--- src/design/fbl_pkg.sv ---
// Shared types and constants for the first-fit free-block list.
package fbl_pkg;

  localparam int ENTRIES    = 64;
  localparam int WORD_BYTES = 8;
  localparam int SW         = $clog2(ENTRIES);
  localparam int LW         = SW + 1;
  localparam int AW         = 48;
  localparam int ZW         = 32;
  localparam int TW         = 40;

  localparam logic [LW-1:0] EMPTY = LW'(ENTRIES);

  localparam logic [2:0] FN_FREE      = 3'd0;
  localparam logic [2:0] FN_OBT_SMALL = 3'd1;
  localparam logic [2:0] FN_OBT_LARGE = 3'd2;
  localparam logic [2:0] FN_LK_SMALL  = 3'd3;
  localparam logic [2:0] FN_LK_LARGE  = 3'd4;
  localparam logic [2:0] FN_REBUILD   = 3'd5;

  localparam logic [1:0] ST_OK    = 2'd0;
  localparam logic [1:0] ST_NOFIT = 2'd1;
  localparam logic [1:0] ST_FULL  = 2'd2;

  typedef struct packed {
    logic [2:0]    func;
    logic [AW-1:0] block_addr;
    logic [ZW-1:0] size_bytes;
  } fbl_in_t;

  typedef struct packed {
    logic          found;
    logic [AW-1:0] out_addr;
    logic [ZW-1:0] out_size;
    logic [TW-1:0] total_avail;
    logic [ZW-1:0] max_hint;
    logic [1:0]    status;
  } fbl_out_t;

  typedef enum logic [2:0] {
    S_IDLE,
    S_DISP,
    S_SPARE,
    S_WALK,
    S_EMIT
  } fsm_t;

  typedef struct packed {
    logic       load;
    logic       rd_stack;
    logic       free_fresh;
    logic       free_stack;
    logic       rd_head;
    logic       step;
    logic       unlink;
    logic       hint_lower;
    logic       rebuild;
    logic       res_set;
    logic       res_found;
    logic [1:0] res_status;
  } dp_cmd_t;

  typedef struct packed {
    logic [2:0] func;
    logic       spare_ok;
    logic       stk_ok;
    logic       head_ok;
    logic       fits;
    logic       link_ok;
    logic       walk_last;
    logic       over_total;
  } dp_stat_t;

endpackage

--- src/design/fbl_ctrl.sv ---
// Sequencer for the free-block list: decodes the beat and drives the datapath.
module fbl_ctrl
  import fbl_pkg::*;
(
  input  logic     clk,
  input  logic     rst_n,
  input  logic     start,
  output logic     busy,
  output logic     out_valid,
  input  dp_stat_t stat,
  output dp_cmd_t  cmd
);

  fsm_t state_r, state_nxt;
  logic obtain, big_req;

  assign obtain  = (stat.func == FN_OBT_SMALL) || (stat.func == FN_OBT_LARGE);
  assign big_req = (stat.func == FN_OBT_LARGE) || (stat.func == FN_LK_LARGE);

  always_ff @(posedge clk) begin
    if (!rst_n) begin
      state_r <= S_IDLE;
    end else begin
      state_r <= state_nxt;
    end
  end

  always_comb begin
    state_nxt = state_r;
    unique case (state_r)
      S_IDLE: if (start) state_nxt = S_DISP;
      S_DISP: begin
        priority if (stat.func == FN_FREE && stat.spare_ok && stat.stk_ok) state_nxt = S_SPARE;
        else if ((stat.func == FN_OBT_SMALL || stat.func == FN_LK_SMALL) && stat.head_ok)
          state_nxt = S_WALK;
        else if (big_req && stat.head_ok && !(stat.func == FN_LK_LARGE && stat.over_total))
          state_nxt = S_WALK;
        else state_nxt = S_EMIT;
      end
      S_SPARE: state_nxt = S_EMIT;
      S_WALK: begin
        if (stat.fits || !big_req || !stat.link_ok || stat.walk_last) state_nxt = S_EMIT;
      end
      S_EMIT: state_nxt = S_IDLE;
      default: state_nxt = S_IDLE;
    endcase
  end

  always_comb begin
    cmd = '0;
    cmd.res_status = ST_OK;
    unique case (state_r)
      S_IDLE: cmd.load = start;
      S_DISP: begin
        unique case (stat.func)
          FN_FREE: begin
            if (!stat.spare_ok) begin
              cmd.res_set    = 1'b1;
              cmd.res_status = ST_FULL;
            end else if (stat.stk_ok) begin
              cmd.rd_stack = 1'b1;
            end else begin
              cmd.free_fresh = 1'b1;
              cmd.res_set    = 1'b1;
            end
          end
          FN_OBT_SMALL, FN_LK_SMALL: begin
            if (stat.head_ok) begin
              cmd.rd_head = 1'b1;
            end else begin
              cmd.res_set    = 1'b1;
              cmd.res_status = ST_NOFIT;
            end
          end
          FN_OBT_LARGE, FN_LK_LARGE: begin
            if (stat.func == FN_LK_LARGE && stat.over_total) begin
              cmd.res_set    = 1'b1;
              cmd.res_status = ST_NOFIT;
            end else if (stat.head_ok) begin
              cmd.rd_head = 1'b1;
            end else begin
              cmd.res_set    = 1'b1;
              cmd.res_status = ST_NOFIT;
              cmd.hint_lower = (stat.func == FN_OBT_LARGE);
            end
          end
          FN_REBUILD: begin
            cmd.rebuild = 1'b1;
            cmd.res_set = 1'b1;
          end
          default: cmd.res_set = 1'b1;
        endcase
      end
      S_SPARE: begin
        cmd.free_stack = 1'b1;
        cmd.res_set    = 1'b1;
      end
      S_WALK: begin
        if (stat.fits) begin
          cmd.res_set   = 1'b1;
          cmd.res_found = 1'b1;
          cmd.unlink    = obtain;
        end else if (big_req && stat.link_ok && !stat.walk_last) begin
          cmd.step = 1'b1;
        end else begin
          cmd.res_set    = 1'b1;
          cmd.res_status = ST_NOFIT;
          cmd.hint_lower = (stat.func == FN_OBT_LARGE);
        end
      end
      S_EMIT: ;
      default: ;
    endcase
  end

  assign busy      = (state_r != S_IDLE);
  assign out_valid = (state_r == S_EMIT);

endmodule

--- config.mk ---
export PLATFORM = sky130hd
export DESIGN_NAME = fbl_ctrl
export DESIGN_NICKNAME = d
export VERILOG_FILES = /design/src/design/fbl_pkg.sv /design/src/design/fbl_ctrl.sv
export SDC_FILE = /design/constraint.sdc
export NUM_CORES = 1
export LEC_CHECK = 0
export ABC_AREA = 1
export BUFFER_PORTS_ARGS = -buffer_cell sky130_fd_sc_hd__buf_4
export CAP_MARGIN = 20
export CORE_AREA = 2 2 39 41
export DETAILED_ROUTE_END_ITERATION = 6
export DIE_AREA = 0 0 41 43
export GPL_TIMING_DRIVEN = 0
export SLEW_MARGIN = 10
export SYNTH_ARGS = -nofsm -noshare
export SYNTH_HDL_FRONTEND = slang
export SYNTH_SLANG_ARGS = --single-unit
--- constraint.sdc ---
create_clock -name clk -period 1.5 [get_ports clk]
set_clock_uncertainty 0.1 [all_clocks]
set_input_delay 0 -clock clk [delete_from_list [all_inputs] [get_ports clk]]
set_output_delay 0 -clock clk [all_outputs]
set_load 0.005 [all_outputs]
# After elaboration in Yosys (flattened, before gate mapping)
# Cells that the tools add are included.
# totals
elab_cells	81
inputBits	13
regBits	3
out_inout_bits	15
# classes
n_reduce_logical	24
n_eq_ne	11
mux	45
# ops
cell	n
1-bit 2-to-1 mux	27
3-bit 2-to-1 mux	5
3-bit by 2-bit equality test with 1-bit output, second input constant	4
2-bit 2-to-1 mux	6
3-bit one-hot mux with 4 select lines	1
3-bit equality test, second input constant	3
1-bit logical AND	8
3-bit by 1-bit equality test with 1-bit output, second input constant	2
3-bit logical NOT	2
1-bit logical OR	6
1-bit one-hot mux with 3 select lines	2
2-bit one-hot mux with 3 select lines	1
1-bit logical NOT	4
2-bit != test, second input constant	2
1-bit one-hot mux with 2 select lines	2
2-bit one-hot mux with 2 select lines	1
2-bit OR reduction	2
3-bit nonzero test	1
2-bit AND reduction	1

# Depth between registers and ports, before layout
# logic_depth
depth_word	8
depth_mapped	8
ltp_nobuf	8

# Least setup slack after synthesis
# OpenSTA, ideal clock, no wires.
# synth_timing
path_kind	register -> register
from	register state_r[0]
to	register state_r[0]
setup_time_ps	62
path_stages_with_launch	7
t_arrival_ps	985
n_path_buf	0
period_less_slack_ps	1147
path_slack_ps	353
required_time_ps	1338
cell_sequence	dfxtp_1 -> inv_2 -> nor3_4 -> inv_2 -> nor3_4 -> nor2_2 -> nor2_2
# synth_via
elab_chain_cells	3
word_cells_on_any_way	8
cone_classes	eq/ne: 5; mux: 1; reduce/logical: 2
# synth_rtl
element	line	rtl
start, declared	fbl_ctrl.sv:14	fsm_t state_r, state_nxt;
start signal, assigned	fbl_ctrl.sv:24	state_r <= state_nxt;
3-bit by 2-bit equality test with 1-bit output or 3-bit logical NOT (tied branches)	fbl_ctrl.sv:30	unique case (state_r)
2-bit != test (no line)	--	
2-bit AND reduction (no line)	--	
# Parallel ways exist; a longest one is shown, timed or not.
# A chain may end at the register's enable or synchronous reset.

==> impl_metrics.json <==
{
  "synthesis.area_per_instance_um2": 5.410,
  "cts.reportedPaths.clkPinSlew_ns": 0.04,
  "largest-register": "state_r",
  "final_cell_count_no_fill": 121,
  "tightestPinTransition_ns": 0.2311,
  "element_type_at_the_critical_path_end": "primary output",
  "crit_required_ns": 1.40,
  "cts_sinks": 3,
  "ys_ff_latch": 3,
  "port-buffer-count": 27,
  "postSynthNetCount": 84,
  "synth_top_area_share_pct": 16.61,
  "number_of_flip_flops_in_the_largest_register": 3,
  "timing.max_slew.rel_slack_pct": 84.45,
  "post_synth_num_cell_types": 18,
  "worst_r2r_path_depth": 7,
  "clk-insertion-delay-late_ns": 0.23,
  "setup.worst_path.start_class": "register",
  "maxCapViolations": 0,
  "synth-seq-area-share_pct": 15.64,
  "setup.worst_path.class": "reg2out",
  "p_leak_nw": 0.3659,
  "areaGrowthSynthToFinish_pct": 78.50,
  "dpl.hpwl_um": 881.9,
  "chipWidth_um": 41,
  "finalWeightedCongestion": 0.6932,
  "critical-path-slowest-cell": "sky130_fd_sc_hd__dfxtp_2",
  "worstReg2RegStart": "state_r[2]",
  "period_minus_slack_ns": 1.402,
  "cell_family_contributing_the_most_delay_on_the_critical_path": "simple AND/OR/NAND/NOR gates",
  "critical_path_arrival_ns": 1.30,
  "yosysMostFrequentCell": "sky130_fd_sc_hd__nand2_1",
  "global_route_wire_length_before_repair_um": 1738,
  "setup-violations-final": 0,
  "synthArstFlopShare_pct": 0,
  "post-route-drc-count": 0,
  "detail-route-antenna-nets": 0,
  "period_share_pct": 93.46,
  "nets": 119,
  "place_inst": 114,
  "postSynth.topFlopCell": "sky130_fd_sc_hd__dfxtp_1",
  "crit_path_frequent_cell": "sky130_fd_sc_hd__inv_1",
  "gr-total-overflow": 0,
  "ir_drop_uv": 415.7,
  "ctsRootBufferMaster": "sky130_fd_sc_hd__clkbuf_4",
  "worstPathMaxFanout": 4,
  "max_clock_freq_mhz": 713.3,
  "post_route_cells_drive_above_1_share_pct": 44.76,
  "cell_count_of_the_worst_hold_path": 4,
  "avgRoutedWirePerCell_um": 8.802,
  "clock_tree_from_tritoncts": "yes",
  "yosys-top-cells-count": "sky130_fd_sc_hd__nand2_1 (17), sky130_fd_sc_hd__nor2_1 (15), sky130_fd_sc_hd__inv_1 (11), sky130_fd_sc_hd__nor2_2 (4)",
  "iter_0_drt_violations": 6,
  "design.die.area_um2": 1763,
  "cts-buffers-inserted": 3,
  "cts_htree_levels": 1,
  "hold_end": "state_r[1]",
  "core_area_um2": 1384,
  "run_status": "finished, final reports clean",
  "slowest_delay_ns": 0.34,
  "final.fill_count": 154,
  "route.vias.total": 528,
  "syn_inst": 71,
  "synthesis.area_um2": 384.1,
  "detailedRoute.firstPassIterationCount": 4,
  "grt_start_max_net_pins": 6,
  "hold_class": "in2reg",
  "biggestRegsByFlops": "state_r: 3 flops",
  "vias_in_the_first_global_route": 487,
  "timing.final.hold_violations": 0,
  "num_antenna_cells": 0,
  "synth_enable_flop_cells": 0,
  "r2r_slack_ns": 0.30,
  "placementRows": 14,
  "io-pin-count": 28,
  "timing.rr.end": "state_r[0]",
  "post_synth_main_area_contributors": "sky130_fd_sc_hd__nand2_1 (17%), sky130_fd_sc_hd__dfxtp_1 (16%), sky130_fd_sc_hd__nor2_1 (15%)",
  "grt_setup_unrepaired": "true",
  "die_h_um": 43,
  "number_of_antenna_violations_at_the_first_check_in_global_routing": 0,
  "route.detailed.vias_per_inst": 4.364,
  "timing.hold.worst.start": "stat[1]",
  "yosysWarnings": 0,
  "cp_cell_instances": "inv_1 > nand2_2 > nor2_1 > a21oi_1 > nand2_1 > nor2_2 > inv_1 > buf_4",
  "pd_cells_nw_per_um2": 618.1,
  "postRouteWirelength_um": 1065,
  "globalRouteTotalUtil_pct": 14.07,
  "worstPathBufferInverterCount": 3,
  "initial_utilization_pct": 27.76,
  "finish.utilization_pct": 49.55,
  "finalMaxSlewViolations": 0,
  "synth_top_area_cell": "sky130_fd_sc_hd__nand2_1",
  "cts_max_path_buffers": 2
}
cell families (layout without fill, tap and decap cells):
logic type	Yosys count	in the layout	synth area share (%)
AOI/OAI and AO/OA	8	8	11.73
DFF	3	3	15.64
and+or+nand+nor	47	47	59.93
buffers and inverters	13	47	12.70
worst max path at each step:
stage,slack [ns],cells after the start,startpoint,endpoint
3_3_place_gp,0.23,7,state_r[0],cmd[5]
5_1_grt,-0.04,5,state_r[0],cmd[10]
4_1_cts,0.004,8,state_r[2],cmd[3]
2_1_floorplan,0.35,6,state_r[0],state_r[0]
6_report,0.1,8,state_r[2],cmd[3]
3_5_place_dp,0.23,7,state_r[2],state_r[0]
where the power goes:
group	internal, mW	switching, mW
logic	0.0891	0.0949
clock network	0.0996	0.0404
registers	0.0903	0.00952
layer usage:
layer	vias up	track usage [%]	part of all wire [%]	wire length, µm
met2	16	22.81	51	546
li1	290	-	-	-
met5	-	0	0	0
met4	0	8.000	0	0
met1	222	16.77	41	434
met3	0	1.571	7.8	83
what timing repair did:
action	in CTS	in global routing
buffers inserted	1	0
pin swaps	2	1
hold endpoints to repair	3	0
hold buffers	2	0
endpoints found under the setup margin	1	8
gates resized for setup	2	8
worst register-to-register path, stage by stage, from the launching register on:
cell and delay, ns:
sky130_fd_sc_hd__dfxtp_2 0.32, sky130_fd_sc_hd__inv_1 0.11, sky130_fd_sc_hd__nand2_2 0.09, sky130_fd_sc_hd__nor2_4 0.13
sky130_fd_sc_hd__nand4_1 0.18, sky130_fd_sc_hd__nand2_1 0.11, sky130_fd_sc_hd__nor2_2 0.04, sky130_fd_sc_hd__nor2_2 0.06
cells in the final DEF, fill, tap and decap left out:
cell type	instances
sky130_fd_sc_hd__dfxtp_2	2
sky130_fd_sc_hd__inv_1	11
sky130_fd_sc_hd__inv_4	1
sky130_fd_sc_hd__nor2_1	13
sky130_fd_sc_hd__a21oi_2	1
sky130_fd_sc_hd__o21bai_1	1
sky130_fd_sc_hd__nor2_2	5
sky130_fd_sc_hd__nand2_1	16
sky130_fd_sc_hd__dfxtp_4	1
sky130_fd_sc_hd__o21ai_1	1
sky130_fd_sc_hd__o21ai_0	2
sky130_fd_sc_hd__nor3_4	2
sky130_fd_sc_hd__inv_2	1
sky130_fd_sc_hd__nand3_1	3
sky130_fd_sc_hd__buf_4	28
sky130_fd_sc_hd__nor2_4	1
sky130_fd_sc_hd__a211oi_1	1
sky130_fd_sc_hd__clkbuf_1	1
sky130_fd_sc_hd__nand4_1	2
sky130_fd_sc_hd__nor3b_1	1
sky130_fd_sc_hd__nand2_2	2
sky130_fd_sc_hd__nor3_1	1
sky130_fd_sc_hd__nor4_1	1
sky130_fd_sc_hd__clkbuf_4	3
sky130_fd_sc_hd__dlygate4sd3_1	2
sky130_fd_sc_hd__a21oi_1	2
stage by stage:
step	power (mW)	hold slack (ns)	cell area (µm²)	setup slack (ns)	TNS, ns
after floorplan	0.1887	-0.06890	384.1	0.3527	0
after global placement	0.2639	0.1424	606.8	0.2279	0
after detailed placement	0.2648	0.1464	606.8	0.2268	0
after CTS	0.4243	0.04618	665.6	0.003591	0
after global routing	0.4597	0.09489	685.7	-0.03806	-0.08730
final	0.4238	0.04213	685.7	0.09813	0
cell type report:
cell class | instances | area (µm²) | share of cell area [%]
multi-input cells | 55 | 291.5 | 42.52
repair buffers | 30 | 230.2 | 33.58
flip-flops and latches | 3 | 66.31 | 9.672
inverters | 13 | 51.30 | 7.482
clock buffers | 4 | 26.28 | 3.832
well taps | 16 | 20.02 | 2.920
Note: power is estimated with default switching activity, not from simulation.
